## src/hw/rtl/rgb_ycbcr_color_convert_unit_assert.svh

```systemverilog
// ----------------------------------------------------------------------------
// RGB/YCbCr converter assertion macros
// Shared property wrappers, clocked on clk and quiet while rst is high.
// ----------------------------------------------------------------------------
`ifndef RGB_YCBCR_COLOR_CONVERT_UNIT_ASSERT_SVH
`define RGB_YCBCR_COLOR_CONVERT_UNIT_ASSERT_SVH

// Check cons whenever ante holds; cons may itself be a sequence with a delay.
`define RYCC_ASSERT_IMP(label, ante, cons, msg) \
  label: assert property (@(posedge clk) disable iff (rst) (ante) |-> cons) \
    else $error(msg);

// Check cons in the cycle after ante holds.
`define RYCC_ASSERT_NEXT(label, ante, cons, msg) \
  label: assert property (@(posedge clk) disable iff (rst) (ante) |=> (cons)) \
    else $error(msg);

`endif

```

## src/hw/rtl/rycc_pkg.sv

```systemverilog
// ----------------------------------------------------------------------------
// RGB/YCbCr converter package
// Fixed-point formats, studio limits, reciprocals and the matrix table.
// ----------------------------------------------------------------------------
package rycc_pkg;

  // Sample and coefficient formats
  localparam int FRAC_BITS      = 15;
  localparam int COEF_FRAC_BITS = 16;
  localparam int FIELD_W        = 16;

  // Configuration port
  localparam int CFG_IDX_W  = 2;
  localparam int CFG_DATA_W = 2;

  localparam logic [CFG_IDX_W-1:0] REG_DIRECTION     = CFG_IDX_W'(0);
  localparam logic [CFG_IDX_W-1:0] REG_PRIMARIES     = CFG_IDX_W'(1);
  localparam logic [CFG_IDX_W-1:0] REG_INPUT_STUDIO  = CFG_IDX_W'(2);
  localparam logic [CFG_IDX_W-1:0] REG_OUTPUT_STUDIO = CFG_IDX_W'(3);

  localparam logic DIR_TO_YCBCR = 1'b0;
  localparam logic DIR_TO_RGB   = 1'b1;

  localparam logic [1:0] PRI_BT709  = 2'd0;
  localparam logic [1:0] PRI_BT2020 = 2'd1;
  localparam logic [1:0] PRI_BT601  = 2'd2;

  // Lane numbering: lane A is R or Y, lanes B and C carry G/Cb and B/Cr
  localparam int LANE_IDX_W = 2;
  typedef logic [LANE_IDX_W-1:0] lane_idx_t;
  localparam lane_idx_t LANE_A = LANE_IDX_W'(0);

  // Internal widths
  localparam int SAMPLE_W    = (FRAC_BITS + 1 > FIELD_W) ? FRAC_BITS + 1 : FIELD_W;
  localparam int RES_W       = FRAC_BITS + 1;
  localparam int RANGE_W     = FRAC_BITS;
  localparam int NUM_W       = 2 * FRAC_BITS + 1;
  localparam int RECIP_SHIFT = 2 * FRAC_BITS + 15;
  localparam int RECIP_W     = FRAC_BITS + 16;
  localparam int QEST_W      = FRAC_BITS + 1;
  localparam int EXP_PROD_W  = NUM_W + RECIP_W;
  localparam int COEF_W      = COEF_FRAC_BITS + 2;
  localparam int XS_W        = SAMPLE_W + 2;
  localparam int MAT_PROD_W  = XS_W + COEF_W;
  localparam int ACC_W       = MAT_PROD_W + 2;
  localparam int T_W         = ACC_W - COEF_FRAC_BITS;
  localparam int SCALE_W     = RES_W + RANGE_W + 1;
  localparam int ZSUM_W      = SCALE_W - FRAC_BITS + 1;

  // Studio limits, rounded half up from thousandths
  localparam longint ONE_Q     = longint'(1) << FRAC_BITS;
  localparam longint HALF_Q    = ONE_Q >> 1;
  localparam longint LO_Q      = ((longint'(63) << FRAC_BITS) + 500) / 1000;
  localparam longint HI_Y_Q    = ((longint'(920) << FRAC_BITS) + 500) / 1000;
  localparam longint HI_C_Q    = ((longint'(940) << FRAC_BITS) + 500) / 1000;
  localparam longint RANGE_Y_Q = HI_Y_Q - LO_Q;
  localparam longint RANGE_C_Q = HI_C_Q - LO_Q;

  localparam logic [SAMPLE_W-1:0] ONE  = SAMPLE_W'(ONE_Q);
  localparam logic [SAMPLE_W-1:0] HALF = SAMPLE_W'(HALF_Q);
  localparam logic [SAMPLE_W-1:0] LO   = SAMPLE_W'(LO_Q);
  localparam logic [SAMPLE_W-1:0] HI_Y = SAMPLE_W'(HI_Y_Q);
  localparam logic [SAMPLE_W-1:0] HI_C = SAMPLE_W'(HI_C_Q);

  localparam logic [RANGE_W-1:0] RANGE_Y = RANGE_W'(RANGE_Y_Q);
  localparam logic [RANGE_W-1:0] RANGE_C = RANGE_W'(RANGE_C_Q);

  // Truncated reciprocals; the quotient estimate is low by at most one
  localparam logic [RECIP_W-1:0] RECIP_Y =
    RECIP_W'((64'd1 << RECIP_SHIFT) / 64'(RANGE_Y_Q));
  localparam logic [RECIP_W-1:0] RECIP_C =
    RECIP_W'((64'd1 << RECIP_SHIFT) / 64'(RANGE_C_Q));

  // Chroma offset after the matrix, and the rounding constant
  localparam logic signed [ACC_W-1:0] OFFSET = ACC_W'(HALF_Q << COEF_FRAC_BITS);
  localparam logic signed [ACC_W-1:0] ROUND  = ACC_W'(longint'(1) << (COEF_FRAC_BITS - 1));

  // Pipeline depths
  localparam int EXP_LAT    = 3;
  localparam int MAT_LAT    = 3;
  localparam int PIPE_DEPTH = EXP_LAT + MAT_LAT + 1;

  // Matrix in millionths: [direction][primaries][row][col], flattened
  localparam int N_COEF     = 54;
  localparam int COEF_IDX_W = $clog2(N_COEF);

  localparam int MAT_MICRO [N_COEF] = '{
    // to YCbCr, BT.709
    212600, 715200, 72200, -114572, -385428, 500000, 500000, -454153, -45847,
    // to YCbCr, BT.2020
    262700, 678000, 59300, -139630, -360370, 500000, 500000, -459786, -40214,
    // to YCbCr, BT.601
    299000, 587000, 114000, -168736, -331264, 500000, 500000, -418688, -81312,
    // to RGB, BT.709
    1000000, 0, 1574800, 1000000, -187324, -468124, 1000000, 1855600, 0,
    // to RGB, BT.2020
    1000000, 0, 1474600, 1000000, -164553, -571353, 1000000, 1881400, 0,
    // to RGB, BT.601
    1000000, 0, 1402000, 1000000, -344136, -714136, 1000000, 1772000, 0
  };

  typedef logic signed [COEF_W-1:0] coef_t;
  typedef coef_t coef_tab_t [N_COEF];

  // Round half away from zero into signed Q.COEF_FRAC_BITS
  function automatic coef_tab_t build_coef_tab();
    coef_tab_t tab;
    longint    m;
    longint    q;
    for (int k = 0; k < N_COEF; k++) begin
      m = (MAT_MICRO[k] < 0) ? -longint'(MAT_MICRO[k]) : longint'(MAT_MICRO[k]);
      q = ((m << COEF_FRAC_BITS) + 500000) / 1000000;
      tab[k] = COEF_W'((MAT_MICRO[k] < 0) ? -q : q);
    end
    return tab;
  endfunction

  localparam coef_tab_t COEF_TAB = build_coef_tab();

  function automatic logic [COEF_IDX_W-1:0] coef_idx(input logic dir, input logic [1:0] pri,
                                                     input lane_idx_t row, input lane_idx_t col);
    return COEF_IDX_W'(((int'(dir) * 3 + int'(pri)) * 3 + int'(row)) * 3 + int'(col));
  endfunction

  // Live configuration as the lanes see it
  typedef struct packed {
    logic       direction;
    logic [1:0] primaries;
    logic       input_studio;
    logic       output_studio;
  } rycc_cfg_t;

endpackage

```

## src/hw/rtl/rycc_expand_lane.sv

```systemverilog
// ----------------------------------------------------------------------------
// RGB/YCbCr converter studio expansion lane
// Expands one studio-range component to full range (passes it through when input is full range), three pipeline stages.
// ----------------------------------------------------------------------------
module rycc_expand_lane (
  input  logic                           clk,
  input  rycc_pkg::rycc_cfg_t            cfg,
  input  rycc_pkg::lane_idx_t            lane,
  input  logic [rycc_pkg::FIELD_W-1:0]   x_in,
  output logic [rycc_pkg::SAMPLE_W-1:0]  x_out
);
  import rycc_pkg::*;

  logic                  chroma_in;
  logic [RANGE_W-1:0]    rng;
  logic [RECIP_W-1:0]    recip;
  logic [SAMPLE_W-1:0]   x_ext;
  logic [SAMPLE_W-1:0]   diff;
  logic [NUM_W-1:0]      num;

  logic [SAMPLE_W-1:0]   s1_raw;
  logic                  s1_low;
  logic                  s1_sat;
  logic                  s1_studio;
  logic [NUM_W-1:0]      s1_num;
  logic [RANGE_W-1:0]    s1_rng;
  logic [RECIP_W-1:0]    s1_recip;

  logic [EXP_PROD_W-1:0] prod;
  logic [QEST_W-1:0]     s2_qest;
  logic [SAMPLE_W-1:0]   s2_raw;
  logic                  s2_low;
  logic                  s2_sat;
  logic                  s2_studio;
  logic [NUM_W-1:0]      s2_num;
  logic [RANGE_W-1:0]    s2_rng;

  logic [NUM_W-1:0]      qr;
  logic [NUM_W-1:0]      rem;
  logic [QEST_W-1:0]     q;

  // Numerator (x - lo) * ONE + range / 2; only used when x - lo < range
  always_comb begin
    chroma_in = (lane != LANE_A) && (cfg.direction == DIR_TO_RGB);
    rng       = chroma_in ? RANGE_C : RANGE_Y;
    recip     = chroma_in ? RECIP_C : RECIP_Y;
    x_ext     = SAMPLE_W'(x_in);
    diff      = x_ext - LO;
    num       = NUM_W'({diff[FRAC_BITS-1:0], {FRAC_BITS{1'b0}}}) + NUM_W'(rng >> 1);
  end

  always_ff @(posedge clk) begin
    s1_raw    <= x_ext;
    s1_low    <= (x_ext <= LO);
    s1_sat    <= (diff >= SAMPLE_W'(rng));
    s1_studio <= cfg.input_studio;
    s1_num    <= num;
    s1_rng    <= rng;
    s1_recip  <= recip;
  end

  // Quotient estimate by reciprocal
  assign prod = EXP_PROD_W'(s1_num) * EXP_PROD_W'(s1_recip);

  always_ff @(posedge clk) begin
    s2_qest   <= prod[RECIP_SHIFT +: QEST_W];
    s2_raw    <= s1_raw;
    s2_low    <= s1_low;
    s2_sat    <= s1_sat;
    s2_studio <= s1_studio;
    s2_num    <= s1_num;
    s2_rng    <= s1_rng;
  end

  // Bump the estimate when the remainder still holds a full range
  always_comb begin
    qr  = NUM_W'(s2_qest) * NUM_W'(s2_rng);
    rem = s2_num - qr;
    q   = s2_qest + QEST_W'(rem >= NUM_W'(s2_rng));
  end

  always_ff @(posedge clk) begin
    if (!s2_studio) begin
      x_out <= s2_raw;
    end else if (s2_low) begin
      x_out <= '0;
    end else if (s2_sat) begin
      x_out <= ONE;
    end else begin
      x_out <= SAMPLE_W'(q);
    end
  end

endmodule

```

## config.mk

```make
export PLATFORM = sky130hd
export DESIGN_NAME = rycc_expand_lane
export DESIGN_NICKNAME = d
export VERILOG_FILES = /design/src/hw/rtl/rgb_ycbcr_color_convert_unit_assert.svh /design/src/hw/rtl/rycc_pkg.sv /design/src/hw/rtl/rycc_expand_lane.sv
export SDC_FILE = /design/constraint.sdc
export NUM_CORES = 1
export LEC_CHECK = 0
export ABC_AREA = 1
export BUFFER_PORTS_ARGS = -buffer_cell sky130_fd_sc_hd__buf_2
export CAP_MARGIN = 20
export CORE_ASPECT_RATIO = 1.75
export CORE_MARGIN = 2
export CORE_UTILIZATION = 35
export DETAILED_ROUTE_END_ITERATION = 8
export GPL_ROUTABILITY_DRIVEN = 0
export PLACE_DENSITY = 0.6
export SYNTH_ARGS = -nofsm -noshare
export SYNTH_HDL_FRONTEND = slang
export SYNTH_SLANG_ARGS = --single-unit
export TNS_END_PERCENT = 10
```

## constraint.sdc

```tcl
create_clock -name clk -period 9.3 [get_ports clk]
set_input_delay 0.465 -clock clk [delete_from_list [all_inputs] [get_ports clk]]
set_output_delay 0.465 -clock clk [all_outputs]
set_load 0.05 [all_outputs]
```

### Word-level counts from Yosys, hierarchy flattened

Index checks and enable logic that the tools add are counted.
Widths: inputs -> output; s select.

| word-level totals | value |
|---|---|
| flip-flop bits (word level) | 191 |
| bits of input ports | 24 |
| output and inout bits | 16 |
| logic and storage cells | 31 |

| cells by class | value |
|---|---|
| add/sub/neg operators | 4 |
| $mul | 2 |
| magnitude comparators | 3 |
| multiplexer cells | 5 |
| reductions and logical operators | 2 |

Operators by type and width:

| kind | number |
|---|---|
| $mul 31x31->61 | 1 |
| $mux 16 | 3 |
| $add 30x14->31 | 1 |
| $ge 31x15->1 | 1 |
| $mul 16x15->31 | 1 |
| $sub 31x31->31 | 1 |
| $mux 26 | 1 |
| $add 16x1->16 | 1 |
| $ge 16x15->1 | 1 |
| $le 16x12->1 const B | 1 |
| $sub 16x12->16 const B | 1 |
| $mux 13 | 1 |
| $reduce_bool 2->1 | 1 |
| $logic_and 1x1->1 | 1 |

### Depth between registers and ports, before layout

| depth | value |
|---|---|
| word-level depth | 7 |
| mapped depth | 47 |
| gate-level depth less buffers | 46 |

### Least setup slack after synthesis

No wires, ideal clock.

| path | value |
|---|---|
| kind | reg-to-reg |
| start point | register s2_num[10] |
| end point | register x_out[14] (netlist bit) |
| setup time | 0.128 ns |
| data arrival time | 6.683 ns |
| data required time | 9.172 ns |
| path slack | 2.490 ns |
| stages on the path, launching flop included | 37 |
| buffers on the path | 2 |
| clock period less this slack | 6.810 ns |
| path through | dfxtp_1 buf_2 clkbuf_1 nand2_1 fa_1 inv_1 fa_1 inv_1 fa_1 fa_1 fa_1 inv_1 fa_1 inv_1 ha_1 nand2_1 nor2_2 inv_1 nor2_1 nand3b_1 nand4_1 nand2_1 nand2_1 clkinv_1 nand2_1 nor2_1 nand3_1 ha_1 nand2_1 nor2_1 inv_1 nor2_2 nand2_1 nor2_1 nand2_1 o21ai_1 o22ai_1 |

| between the ends | value |
|---|---|
| longest elaborated chain between the ends | 6 |

Ends and longest elaborated chain:

| item | line | text |
|---|---|---|
| start: declaration | rycc_expand_lane.sv:35 | `logic [NUM_W-1:0] s2_num;` |
| start signal: assignment | rycc_expand_lane.sv:71 | `s2_num <= s1_num;` |
| $sub 31x31->31 | rycc_expand_lane.sv:78 | `rem = s2_num - qr;` |
| $ge 31x15->1 | rycc_expand_lane.sv:79 | `q = s2_qest + QEST_W'(rem >= NUM_W'(s2_rng));` |
| $add 16x1->16 | rycc_expand_lane.sv:79 |  |
| $mux 16 | rycc_expand_lane.sv:87 | `end else if (s2_sat) begin` |
| $mux 16 | rycc_expand_lane.sv:85 | `end else if (s2_low) begin` |
| $mux 16 | rycc_expand_lane.sv:83 | `if (!s2_studio) begin` |
| end signal: assignment | rycc_expand_lane.sv:84 | `x_out <= s2_raw;` |
| end signal: assignment | rycc_expand_lane.sv:90 | `x_out <= SAMPLE_W'(q);` |
| end: declaration | rycc_expand_lane.sv:10 | `output logic [rycc_pkg::SAMPLE_W-1:0] x_out` |

Every way passes these cells.

### Final worst setup path

Ends and elaborated chain as after synthesis.

==> summary.md <==
| Metric | Value |
|---|---|
| Pins Over Slew Limit | 0 |
| Detailed Place HPWL | 71800 um |
| Number of nets in the final layout | 4222 |
| Std-Cell Rows | 133 |
| Fmax | 125 MHz |
| Register area share after synthesis | 7.27% |
| Clk_lat worst skew | 0.35 ns |
| RSZ-0062 raised after global routing | false |
| H-tree depth | 3 |
| Worst Skew | 0.0119 ns |
| Worst setup EP type | flip-flop |
| Number of global-route vias before repair | 22400 |
| Ports | 40 |
| Port Buffers | 36 |
| Antenna violations before repair | 0 |
| Minimum clock period | 7.98 ns |
| Post-cts sizing count | 0 |
| WL final | 80500 um |
| Root Driver | clkbuf_16 |
| DR vias/cell | 4.84 |
| Worst hold path type | in2reg |
| Ys flop type | dfxtp_1 |
| Worst-path clk slew | 0.07 ns |
| Area growth from synthesis to layout | 6.71% |
| Setup violators final | 0 |
| Critical path data arrival time | 8.19 ns |
| Async SR Flop Fraction | 0% |
| Status | finished clean |
| Grt ovf | 0 |
| Post-CTS Setup Repair Bufs | 0 |
| Startpoint Class | flip-flop |
| CTS Hold Bufs | 0 |
| Max_cap viols | 0 |
| Post-synth top cells | inv_1 (998), nand2_1 (493), ha_1 (478) |
| Top cells by area, synth | fa_1 (35%), ha_1 (23%), inv_1 (14%) |
| Die X | 212 um |
| #FFs+latches synth | 96 |
| Clock buffer depth | 2 |
| Routed length per instance | 19.2 um |
| Top cell by count, worst path | nand2_1 |
| Post-route DRC violation count | 0 |
| Top cell type's share of synthesized area | 35.5% |
| Net count after synthesis | 4168 |
| Critical path's slowest cell | dfxtp_1 |
| Crit path max fanout | 16 |
| EDFF count, synth | 0 |
| Final hold violations | 0 |
| Yosys cell types | 48 |
| Core area | 74900 um^2 |
| Cells after synthesis | 3198 |
| Most common cell in the synthesized netlist | inv_1 |
| Die H | 367 um |
| Slew @ Worst Pin | 0.992 ns |
| Final period util | 85.8% |
| Die area | 77800 um^2 |
| Crit path largest cell delay | 0.79 ns |
| Final setup TNS | 0 ns |
| Vias | 20300 |
| Synthesized cell area | 26400 um^2 |
| 1st-pass router iterations | 5 |
| Global-route wire length before repair | 123000 um |
| CTS Buf Count | 9 |
| Syn Area/Cell | 8.26 um^2 |
| Setup CP Type | reg2reg |
| Worst Path Required | 9.52 ns |
| Pin count of the biggest net entering global routing | 28 |
| Initial cell density of the core | 35.3% |
| Ys Warns | 0 |
| Worst relative slew slack | 33.8% |
| GRT Util Overall | 21.4% |
| N_diodes | 0 |
| Iteration-0 DRC Markers | 927 |
| CTS tree | built |
| Layout cells sized above 1 | 3.53% |
| Dominant cell type by area after synthesis | fa_1 |
| Clock sinks | 96 |
| Antenna-violating nets left | 0 |
metrics by stage:
stage          setup WS, ns  std cells  hold WS (ns)  utilization (%)  instance area, um^2
4_1_cts                1.32       4201         0.206             37.6                28200
5_1_grt               0.856       4201         0.210             37.6                28200
3_3_place_gp           1.41       4186         0.311             37.2                27900
3_5_place_dp           1.36       4186         0.312             37.2                27900
6_report               1.32       4201         0.213             37.6                28200
2_1_floorplan          2.49       3198         0.310                -                26400
critical path: cells and delay by family (launching register included):
kind                     cells  cell delay (ns)
adder cells (fa/ha/maj)      9             3.33
AND/OR/NAND/NOR             20             2.34
buffers and inverters       12             1.02
flip-flops                   1             0.79
AO/OA/AOI/OAI                2             0.21
XOR/XNOR                     1             0.15
layout make-up:
type                            count  area, um^2
Clock inverter                      6        91.3
Clock buffer                        9         225
Sequential cell                    96        1920
Timing Repair Buffer               59         353
Multi-Input combinational cell   2081       20600
Inverter                         1005        3770
Fill cell                        7887       46700
Tap cell                          945        1180
cell usage in the layout (no fill, tap or decap), drive strengths merged, types with 4 or more instances in the layout:
master and instances:
nand4 21, clkinv 4, nor4 4, xnor2 15
a21boi 7, nor3 18, dfxtp 96, fa 468
buf 59, ha 478, o21ai 81, nand3 75
a21oi 100, nor2 206, o21bai 17, xor2 32
a21o 10, clkbuf 9, or2 7, inv 1005
nand3b 6, o22ai 11, a31oi 10, nand2 499
sequential cells by signal, indices dropped and copies added (netlist names):
name and cells:
s2_low 1, s1_sat 1, s2_num 13, s1_num 13, s2_studio 1, s2_qest 16
s1_studio 1, s1_raw 16, s1_low 1, s2_raw 16, x_out 16, s2_sat 1
metal layers:
layer | part of all wire, % | global-route usage [%] | routed length, um | vias up
met5 | 0 | 0 | 0 | -
met4 | 11 | 18.9 | 8870 | 0
met3 | 2.6 | 1.67 | 2090 | 317
met2 | 55 | 41.8 | 44300 | 518
met1 | 31 | 19.1 | 25300 | 9894
li1 | - | - | - | 9605
worst paths after layout:
kind	to	from	cells after the start	slack, ns
setup reg to reg	x_out[14]$_DFF_P_	s2_num[10]$_DFF_P_	44	1.32
hold reg to reg	s2_low$_DFF_P_	s1_low$_DFF_P_	0	0.32
setup / recovery	x_out[14]$_DFF_P_	s2_num[10]$_DFF_P_	44	1.32
hold / removal	s1_studio$_DFF_P_	cfg[1]	1	0.21
logic make-up (layout without fill, tap and decap cells):
group                    Yosys count  count (layout)  synth area share [%]
flip-flops                        96              96                  7.27
XOR/XNOR                          47              47                  1.59
buffers and inverters           1021            1079                  14.6
adder cells (fa/ha/maj)          946             946                  58.1
AND/OR/NAND/NOR                  841             841                  13.2
AO/OA/AOI/OAI                    247             247                  5.27
Power is not shown: default switching activity piles up to over one toggle a cycle in this logic, so the estimate is an artifact.
