### src/hw/rtl/rgb_ycbcr_color_convert_unit_assert.svh
// ----------------------------------------------------------------------------
// RGB/YCbCr converter assertion macros
// Shared property wrappers, clocked on clk and quiet while rst is high.
// ----------------------------------------------------------------------------
`ifndef RGB_YCBCR_COLOR_CONVERT_UNIT_ASSERT_SVH
`define RGB_YCBCR_COLOR_CONVERT_UNIT_ASSERT_SVH

// Check cons whenever ante holds; cons may itself be a sequence with a delay.
`define RYCC_ASSERT_IMP(label, ante, cons, msg) \
  label: assert property (@(posedge clk) disable iff (rst) (ante) |-> cons) \
    else $error(msg);

// Check cons in the cycle after ante holds.
`define RYCC_ASSERT_NEXT(label, ante, cons, msg) \
  label: assert property (@(posedge clk) disable iff (rst) (ante) |=> (cons)) \
    else $error(msg);

`endif

### src/hw/rtl/rycc_pkg.sv
// ----------------------------------------------------------------------------
// RGB/YCbCr converter package
// Fixed-point formats, studio limits, reciprocals and the matrix table.
// ----------------------------------------------------------------------------
package rycc_pkg;

  // Sample and coefficient formats
  localparam int FRAC_BITS      = 15;
  localparam int COEF_FRAC_BITS = 16;
  localparam int FIELD_W        = 16;

  // Configuration port
  localparam int CFG_IDX_W  = 2;
  localparam int CFG_DATA_W = 2;

  localparam logic [CFG_IDX_W-1:0] REG_DIRECTION     = CFG_IDX_W'(0);
  localparam logic [CFG_IDX_W-1:0] REG_PRIMARIES     = CFG_IDX_W'(1);
  localparam logic [CFG_IDX_W-1:0] REG_INPUT_STUDIO  = CFG_IDX_W'(2);
  localparam logic [CFG_IDX_W-1:0] REG_OUTPUT_STUDIO = CFG_IDX_W'(3);

  localparam logic DIR_TO_YCBCR = 1'b0;
  localparam logic DIR_TO_RGB   = 1'b1;

  localparam logic [1:0] PRI_BT709  = 2'd0;
  localparam logic [1:0] PRI_BT2020 = 2'd1;
  localparam logic [1:0] PRI_BT601  = 2'd2;

  // Lane numbering: lane A is R or Y, lanes B and C carry G/Cb and B/Cr
  localparam int LANE_IDX_W = 2;
  typedef logic [LANE_IDX_W-1:0] lane_idx_t;
  localparam lane_idx_t LANE_A = LANE_IDX_W'(0);

  // Internal widths
  localparam int SAMPLE_W    = (FRAC_BITS + 1 > FIELD_W) ? FRAC_BITS + 1 : FIELD_W;
  localparam int RES_W       = FRAC_BITS + 1;
  localparam int RANGE_W     = FRAC_BITS;
  localparam int NUM_W       = 2 * FRAC_BITS + 1;
  localparam int RECIP_SHIFT = 2 * FRAC_BITS + 15;
  localparam int RECIP_W     = FRAC_BITS + 16;
  localparam int QEST_W      = FRAC_BITS + 1;
  localparam int EXP_PROD_W  = NUM_W + RECIP_W;
  localparam int COEF_W      = COEF_FRAC_BITS + 2;
  localparam int XS_W        = SAMPLE_W + 2;
  localparam int MAT_PROD_W  = XS_W + COEF_W;
  localparam int ACC_W       = MAT_PROD_W + 2;
  localparam int T_W         = ACC_W - COEF_FRAC_BITS;
  localparam int SCALE_W     = RES_W + RANGE_W + 1;
  localparam int ZSUM_W      = SCALE_W - FRAC_BITS + 1;

  // Studio limits, rounded half up from thousandths
  localparam longint ONE_Q     = longint'(1) << FRAC_BITS;
  localparam longint HALF_Q    = ONE_Q >> 1;
  localparam longint LO_Q      = ((longint'(63) << FRAC_BITS) + 500) / 1000;
  localparam longint HI_Y_Q    = ((longint'(920) << FRAC_BITS) + 500) / 1000;
  localparam longint HI_C_Q    = ((longint'(940) << FRAC_BITS) + 500) / 1000;
  localparam longint RANGE_Y_Q = HI_Y_Q - LO_Q;
  localparam longint RANGE_C_Q = HI_C_Q - LO_Q;

  localparam logic [SAMPLE_W-1:0] ONE  = SAMPLE_W'(ONE_Q);
  localparam logic [SAMPLE_W-1:0] HALF = SAMPLE_W'(HALF_Q);
  localparam logic [SAMPLE_W-1:0] LO   = SAMPLE_W'(LO_Q);
  localparam logic [SAMPLE_W-1:0] HI_Y = SAMPLE_W'(HI_Y_Q);
  localparam logic [SAMPLE_W-1:0] HI_C = SAMPLE_W'(HI_C_Q);

  localparam logic [RANGE_W-1:0] RANGE_Y = RANGE_W'(RANGE_Y_Q);
  localparam logic [RANGE_W-1:0] RANGE_C = RANGE_W'(RANGE_C_Q);

  // Truncated reciprocals; the quotient estimate is low by at most one
  localparam logic [RECIP_W-1:0] RECIP_Y =
    RECIP_W'((64'd1 << RECIP_SHIFT) / 64'(RANGE_Y_Q));
  localparam logic [RECIP_W-1:0] RECIP_C =
    RECIP_W'((64'd1 << RECIP_SHIFT) / 64'(RANGE_C_Q));

  // Chroma offset after the matrix, and the rounding constant
  localparam logic signed [ACC_W-1:0] OFFSET = ACC_W'(HALF_Q << COEF_FRAC_BITS);
  localparam logic signed [ACC_W-1:0] ROUND  = ACC_W'(longint'(1) << (COEF_FRAC_BITS - 1));

  // Pipeline depths
  localparam int EXP_LAT    = 3;
  localparam int MAT_LAT    = 3;
  localparam int PIPE_DEPTH = EXP_LAT + MAT_LAT + 1;

  // Matrix in millionths: [direction][primaries][row][col], flattened
  localparam int N_COEF     = 54;
  localparam int COEF_IDX_W = $clog2(N_COEF);

  localparam int MAT_MICRO [N_COEF] = '{
    // to YCbCr, BT.709
    212600, 715200, 72200, -114572, -385428, 500000, 500000, -454153, -45847,
    // to YCbCr, BT.2020
    262700, 678000, 59300, -139630, -360370, 500000, 500000, -459786, -40214,
    // to YCbCr, BT.601
    299000, 587000, 114000, -168736, -331264, 500000, 500000, -418688, -81312,
    // to RGB, BT.709
    1000000, 0, 1574800, 1000000, -187324, -468124, 1000000, 1855600, 0,
    // to RGB, BT.2020
    1000000, 0, 1474600, 1000000, -164553, -571353, 1000000, 1881400, 0,
    // to RGB, BT.601
    1000000, 0, 1402000, 1000000, -344136, -714136, 1000000, 1772000, 0
  };

  typedef logic signed [COEF_W-1:0] coef_t;
  typedef coef_t coef_tab_t [N_COEF];

  // Round half away from zero into signed Q.COEF_FRAC_BITS
  function automatic coef_tab_t build_coef_tab();
    coef_tab_t tab;
    longint    m;
    longint    q;
    for (int k = 0; k < N_COEF; k++) begin
      m = (MAT_MICRO[k] < 0) ? -longint'(MAT_MICRO[k]) : longint'(MAT_MICRO[k]);
      q = ((m << COEF_FRAC_BITS) + 500000) / 1000000;
      tab[k] = COEF_W'((MAT_MICRO[k] < 0) ? -q : q);
    end
    return tab;
  endfunction

  localparam coef_tab_t COEF_TAB = build_coef_tab();

  function automatic logic [COEF_IDX_W-1:0] coef_idx(input logic dir, input logic [1:0] pri,
                                                     input lane_idx_t row, input lane_idx_t col);
    return COEF_IDX_W'(((int'(dir) * 3 + int'(pri)) * 3 + int'(row)) * 3 + int'(col));
  endfunction

  // Live configuration as the lanes see it
  typedef struct packed {
    logic       direction;
    logic [1:0] primaries;
    logic       input_studio;
    logic       output_studio;
  } rycc_cfg_t;

endpackage

### src/hw/rtl/rycc_matrix_lane.sv
// ----------------------------------------------------------------------------
// RGB/YCbCr converter matrix lane
// One matrix row: products, sum with rounding and clip, and studio compression when the output is studio range.
// ----------------------------------------------------------------------------
module rycc_matrix_lane (
  input  logic                           clk,
  input  rycc_pkg::rycc_cfg_t            cfg,
  input  rycc_pkg::lane_idx_t            lane,
  input  logic [rycc_pkg::SAMPLE_W-1:0]  x0,
  input  logic [rycc_pkg::SAMPLE_W-1:0]  x1,
  input  logic [rycc_pkg::SAMPLE_W-1:0]  x2,
  output logic [rycc_pkg::FIELD_W-1:0]   y
);
  import rycc_pkg::*;

  logic [SAMPLE_W-1:0]          xv [3];
  logic signed [XS_W-1:0]       xs [3];
  coef_t                        cf [3];
  logic                         chroma_out;

  logic signed [MAT_PROD_W-1:0] s1_prod [3];
  logic                         s1_chroma;
  logic                         s1_ostudio;

  logic signed [ACC_W-1:0]      acc;
  logic signed [ACC_W-1:0]      rnd;
  logic [T_W-1:0]               t;
  logic [RES_W-1:0]             r;

  logic [RES_W-1:0]             s2_r;
  logic                         s2_chroma;
  logic                         s2_ostudio;

  logic [RANGE_W-1:0]           rng_out;
  logic [SAMPLE_W-1:0]          hi;
  logic [SCALE_W-1:0]           scaled;
  logic [ZSUM_W-1:0]            zsum;
  logic [SAMPLE_W-1:0]          z;

  // Take chroma offset off before the matrix toward RGB
  always_comb begin
    xv[0]      = x0;
    xv[1]      = x1;
    xv[2]      = x2;
    chroma_out = (lane != LANE_A) && (cfg.direction == DIR_TO_YCBCR);
    for (int col = 0; col < 3; col++) begin
      xs[col] = $signed(XS_W'(xv[col]));
      if ((cfg.direction == DIR_TO_RGB) && (col != 0)) begin
        xs[col] = xs[col] - $signed(XS_W'(HALF));
      end
      cf[col] = COEF_TAB[coef_idx(cfg.direction, cfg.primaries, lane, LANE_IDX_W'(col))];
    end
  end

  always_ff @(posedge clk) begin
    for (int col = 0; col < 3; col++) begin
      s1_prod[col] <= MAT_PROD_W'(xs[col]) * MAT_PROD_W'(cf[col]);
    end
    s1_chroma  <= chroma_out;
    s1_ostudio <= cfg.output_studio;
  end

  // Sum, add chroma offset, round half up, clip to 0..ONE
  always_comb begin
    acc = ACC_W'(s1_prod[0]) + ACC_W'(s1_prod[1]) + ACC_W'(s1_prod[2])
        + (s1_chroma ? OFFSET : ACC_W'(0));
    rnd = acc + ROUND;
    t   = rnd[ACC_W-1:COEF_FRAC_BITS];
    if (acc[ACC_W-1] || (acc == ACC_W'(0))) begin
      r = '0;
    end else if (t > T_W'(ONE)) begin
      r = RES_W'(ONE);
    end else begin
      r = RES_W'(t);
    end
  end

  always_ff @(posedge clk) begin
    s2_r       <= r;
    s2_chroma  <= s1_chroma;
    s2_ostudio <= s1_ostudio;
  end

  // Compress into studio limits
  always_comb begin
    rng_out = s2_chroma ? RANGE_C : RANGE_Y;
    hi      = s2_chroma ? HI_C : HI_Y;
    scaled  = SCALE_W'(s2_r) * SCALE_W'(rng_out) + SCALE_W'(HALF);
    zsum    = ZSUM_W'(scaled >> FRAC_BITS) + ZSUM_W'(LO);
    if (zsum < ZSUM_W'(LO)) begin
      z = LO;
    end else if (zsum > ZSUM_W'(hi)) begin
      z = hi;
    end else begin
      z = SAMPLE_W'(zsum);
    end
  end

  always_ff @(posedge clk) begin
    y <= s2_ostudio ? FIELD_W'(z) : FIELD_W'(s2_r);
  end

endmodule

### config.mk
export PLATFORM = sky130hd
export DESIGN_NAME = rycc_matrix_lane
export DESIGN_NICKNAME = d
export VERILOG_FILES = /design/src/hw/rtl/rgb_ycbcr_color_convert_unit_assert.svh /design/src/hw/rtl/rycc_pkg.sv /design/src/hw/rtl/rycc_matrix_lane.sv
export SDC_FILE = /design/constraint.sdc
export NUM_CORES = 2
export LEC_CHECK = 0
export BUFFER_PORTS_ARGS = -buffer_cell sky130_fd_sc_hd__clkbuf_2
export CORE_UTILIZATION = 55
export CTS_BUF_LIST = sky130_fd_sc_hd__clkbuf_2
export DETAILED_ROUTE_END_ITERATION = 6
export GPL_TIMING_DRIVEN = 0
export HOLD_SLACK_MARGIN = 0.05
export PLACE_DENSITY = 0.74
export SETUP_SLACK_MARGIN = 0.5
export SYNTH_ARGS = -nofsm -noshare
export SYNTH_HDL_FRONTEND = slang
export SYNTH_SLANG_ARGS = --single-unit
### constraint.sdc
create_clock -name clk -period 23.3 [get_ports clk]
set_clock_uncertainty 0.15 [all_clocks]
set_input_delay 4.66 -clock clk [delete_from_list [all_inputs] [get_ports clk]]
set_output_delay 4.66 -clock clk [all_outputs]
set_load 0.03 [all_outputs]
Yosys cells after proc, flatten, opt, wreduce, memory -nomap -nowiden

Memory sizes are Yosys's and may differ from the RTL's.
Index checks and enable logic that the tools add are counted.

Add/subtract/negate cells: 12
$mul: 7
Div/mod/pow operators: 0
$lt $le $gt $ge: 6
Equality and inequality tests: 0
Shift-type cells: 0
Multiplexer cells: 15
Bitwise logic cells: 4
Reduce and logical (&&, ||, !) cells: 5

Operators by type and width:

| kind                                                                              | number |
|---|---|
| 18-bit two-way mux                                                                | 8 |
| 18-bit by 18-bit multiplier with 36-bit output                                    | 2 |
| 16-bit two-way mux                                                                | 4 |
| 37-bit by 36-bit adder with 38-bit output                                         | 1 |
| 38-bit by 17-bit adder with 38-bit output, second input constant                  | 1 |
| 38-bit by 32-bit adder with 38-bit output                                         | 1 |
| 38-bit logical NOT                                                                | 1 |
| 36-bit by 36-bit adder with 37-bit output                                         | 1 |
| 17-bit by 18-bit multiplier with 35-bit output                                    | 1 |
| 16-bit by 15-bit subtractor with 17-bit output, second input constant             | 2 |
| 31-bit by 15-bit adder with 32-bit output, second input constant                  | 1 |
| 16-bit by 15-bit multiplier with 31-bit output                                    | 1 |
| 31-bit two-way mux                                                                | 1 |
| 22-bit by 16-bit greater-than comparator with 1-bit output, second input constant | 1 |
| 7-bit >= comparator, second input constant                                        | 3 |
| 6-bit NOT with 7-bit output                                                       | 3 |
| 17-bit by 12-bit adder with 18-bit output, second input constant                  | 1 |
| 18-bit by 15-bit greater-than comparator with 1-bit output                        | 1 |
| 18-bit by 12-bit less-than comparator with 1-bit output, second input constant    | 1 |
| 13-bit two-way mux                                                                | 1 |
| 6-bit by 2-bit adder with 6-bit output, second input constant                     | 2 |
| 12-bit two-way mux                                                                | 1 |
| 6-bit by 2-bit adder with 7-bit output                                            | 1 |
| 7-bit by 2-bit multiplier with 6-bit output, second input constant                | 1 |
| other kinds (8)                                                                   | 8 |

Register bits after elaboration: 36
Bits in latches: 0
Memory bits (writable): 108
Bits in read-only memories: 3,456
Input port bits: 56
Output and inout port bits: 16
Memories: 4

Memory list:

| name             | depth | bits a word | read ports | clocked after memory_dff | write ports | RTL line               | source |
|---|---|---|---|---|---|---|---|
| (name not given) | 64    | 18          | 1          | 0                        | 0           | rycc_matrix_lane.sv:51 | `cf[col] = COEF_TAB[coef_idx(cfg.direction, cfg.primaries, lane, LANE_IDX_W'(col))];` |
| (name not given) | 64    | 18          | 1          | 0                        | 0           | rycc_matrix_lane.sv:51 |  |
| (name not given) | 64    | 18          | 1          | 0                        | 0           | rycc_matrix_lane.sv:51 |  |
| s1_prod          | 3     | 36          | 3          | 0                        | 3           | rycc_matrix_lane.sv:21 | `logic signed [MAT_PROD_W-1:0] s1_prod [3];` |

Depth between registers and ports, before layout

Depth after elaboration: 11
Depth in mapped cells: 47
Gate-level depth less buffers: 44

Worst setup path before layout

No wires, ideal clock.

Kind: input-to-reg
From: input port cfg[4] (netlist name)
To: memory s1_prod[0][71] (netlist name)
Setup time: 0.114 ns
Arrival: 15.879 ns
Data required time: 23.036 ns
Setup slack: 7.156 ns
Stages: 42
Cells stage by stage: clkbuf_1 -> inv_1 -> fa_1 -> inv_1 -> fa_1 -> ha_1 -> fa_1 -> fa_1 -> ha_1 -> clkbuf_1 -> and2_0 -> clkbuf_1 -> nand3_1 -> xnor2_1 -> clkbuf_1 -> buf_1 -> o21ai_0 -> o21ai_1 -> (+6 left out) -> fa_1 -> inv_1 -> fa_1 -> fa_1 -> inv_1 -> ha_1 -> o21ai_0 -> nand2b_1 -> a21oi_1 -> a31oi_1 -> a311o_1 -> a211oi_1 -> o21ai_0 -> a21oi_1 -> o31ai_1 -> o21ai_0 -> mux2i_1 -> a2111oi_0

RTL lines:

| item               | RTL line               | source |
|---|---|---|
| start: declaration | rycc_matrix_lane.sv:7  | `input rycc_pkg::rycc_cfg_t cfg,` |
| end: declaration   | rycc_matrix_lane.sv:21 |  |

==> impl_metrics.py <==
metrics = {
    "floorplan": {
        "core_area_um2": 93900,
        "row_count": 112,
        "dieArea_um2": 96700,
        "die_w_um": 311,
        "die_y_um": 311,
        "io_pins": 72,
        "start_util_pct": 55.9,
    },
    "logic_synthesis": {
        "synth-edff-count": 0,
        "yosys_warnings": 0,
        "avgSynthCellArea_um2": 8.79,
        "synth_flop_cell": "dfxtp_1",
        "synth.mux.area_fraction_pct": 0.775,
        "synth-seq-area-share_pct": 5.45,
        "async_reset_ff_share_pct": 0,
        "synth_area_leader_cell": "fa_1",
        "post-synth-top-area-fraction_pct": 42.0,
        "synth_area_um2": 52500,
        "synth-seq-cells": 143,
        "synthCells": 5976,
        "synth_cell_types": 94,
        "yosys.area_share.xor_xnor_pct": 3.09,
        "synth_top_family_by_area": "adder cells",
        "synthTopCellsByArea": "fa_1 (42%), ha_1 (12%), inv_1 (9.4%)",
        "postSynthNetCount": 7641,
        "synth_compound_area_share_pct": 10.2,
        "synth-simple-area-share_pct": 15.2,
        "synth_fa_ha_area_share_pct": 54.1,
    },
    "drt": {
        "viasPerCell": 5.70,
        "wirelength_um": 146000,
        "drtPass1Iterations": 7,
        "vias": 41700,
        "first_iter_violations": 3652,
        "wl_per_cell_um": 19.9,
        "ant_nets": 0,
        "drc": 0,
    },
    "critical_path": {
        "cp.arrival_ps": 19740,
        "cp.required_ps": 23850,
        "cpMostUsedCell": "fa_1",
        "slowest_delay_ps": 990,
        "crit_path_start_kind": "input pin",
        "cp-end-kind": "flop",
        "critPathMaxFanout": 10,
        "crit_type": "in2reg",
        "slowest_stage": "a21oi_1",
    },
    "cts": {
        "cts_tree": "done",
        "cts_num_sinks": 143,
        "cts-root-buf": "clkbuf_2",
        "insertion_delay_ps": 830,
        "htreeDepth": 4,
        "cts_made_buffers": 17,
        "cts_setup_buffers": 0,
        "holdBufCountCts": 0,
        "cts_buffer_depth": 2,
        "path_clk_slew_ps": 230,
        "cts_resized": 0,
    },
    "timing": {
        "hold_violations": 0,
        "worst_pin_slew_ps": 1500,
        "slew_headroom_pct": -0.813,
        "final_max_slew_viol_count": 1,
        "layout_min_cycle_time_ps": 19190,
        "max_freq_ghz": 0.0521,
        "fin_setup_tns_ps": 0,
        "period_share_pct": 82.3,
        "final-setup-viol-count": 0,
        "rsz0062_at_grt": "false",
    },
    "placement": {
        "dp_hpwl_um": 125000,
        "numPortBuffers": 57,
        "gp_congestion": 0.984,
    },
    "run": {
        "drv_cap": 2,
    },
    "worst_hold_path": {
        "hold_path_class": "reg2reg",
    },
    "cells_and_area": {
        "nNetsFinal": 7723,
        "layout_common_cells": "inv_1 (1313), fa_1 (1102), nand2_1 (654)",
        "fill_cells": 8425,
        "regArea_um2": 2860,
        "multi_input_area_um2": 43800,
        "syn_to_final_growth_pct": 4.17,
        "layout-drive-gt1-share_pct": 3.01,
        "final_common_cell": "inv_1",
    },
    "global_routing": {
        "gr-total-overflow": 0,
        "antenna_found_initial": 3,
        "grt_max_degree": 17,
        "grt_usage_pct": 31.0,
        "grt_pass1_vias": 43200,
        "grt_pass1_wl_um": 235000,
    },
    "status": {
        "violations": "max-capacitance violations, max-slew violations",
        "status": "finished with violations",
    },
}
[worst max-delay path: cells and delay by family]
| kind | cells | cell delay [ps] |
|---|---|---|
| xor gates and xnor gates | 1 | 630 |
| adders and majority gates | 13 | 6450 |
| buffers and inverters | 12 | 3110 |
| and+or+nand+nor | 3 | 460 |
| muxes | 1 | 140 |
| AOI/OAI and AO/OA | 13 | 4260 |
[Yosys cell counts, drive strengths merged (58+ instances only)]
cell type and number:
nand3 72, inv 1313, and2 304, nor3 58, xnor2 137, clkbuf 207, ha 507, a21oi 209
dfxtp 143, a21o 66, nor2b 103, fa 1102, nor2 269, o21ai 186, nand2 654
[registers in the layout, indices dropped and copies added (netlist names)]
| signal | flops |
|---|---|
| s1_chroma | 1 |
| s2_r | 16 |
| s2_ostudio | 1 |
| s2_chroma | 1 |
| s1_prod | 107 |
| y | 16 |
| s1_ostudio | 1 |
[final timing paths]
kind	from	to	slack (ps)	cells past startpoint
max	cfg[4]	s1_prod[0][71]$_DFF_P_	4110	43
min	s1_ostudio$_DFF_P_	s2_ostudio$_DFF_P_	210	0
max reg2reg	s2_chroma$_DFF_P_	y[10]$_DFF_P_	13000	37
min reg2reg	s1_ostudio$_DFF_P_	s2_ostudio$_DFF_P_	210	0
[final cells by class]
cell class | instances | area share (%)
Multi-Input combinational cell | 4275 | 80.0
Inverter | 1313 | 9.01
Sequential cell | 143 | 5.23
Tap cell | 1254 | 2.87
Buffer | 245 | 1.75
Timing Repair Buffer | 63 | 0.618
Clock inverter | 15 | 0.293
Clock buffer | 17 | 0.156
Antenna cell | 3 | 0.0137
[stage by stage]
| step | hold WS [ps] | util [%] | setup slack [ps] | cells | cell area (µm²) |
|---|---|---|---|---|---|
| 2_1_floorplan | 160 | - | 7160 | 5976 | 52500 |
| 3_3_place_gp | 169 | 57.9 | 3360 | 7287 | 54400 |
| 3_5_place_dp | 174 | 58.0 | 3610 | 7292 | 54400 |
| 4_1_cts | 218 | 58.2 | 4430 | 7324 | 54700 |
| 5_1_grt | 219 | 58.2 | 3400 | 7326 | 54700 |
| 6_report | 213 | 58.2 | 4110 | 7328 | 54700 |
[per-layer routing]
| layer | up-vias | share of wire [%] | global-route usage [%] |
|---|---|---|---|
| met5 | - | 0.017 | 0 |
| met2 | 1913 | 47 | 50.9 |
| met1 | 20700 | 40 | 41.3 |
| met3 | 389 | 7.9 | 4.13 |
| met4 | 4 | 5.0 | 13.3 |
| li1 | 18700 | - | - |
[cell families after synthesis]
family | Yosys count
buffers and inverters | 1558
XOR/XNOR | 185
AO/OA/AOI/OAI | 807
flip-flops | 143
adder cells (fa/ha/maj) | 1609
other | 1
AND/OR/NAND/NOR | 1641
multiplexers | 32
Power is left out: the tool's default activity adds up to more than one toggle a clock period on the data nets, which glitch-free logic cannot reach.
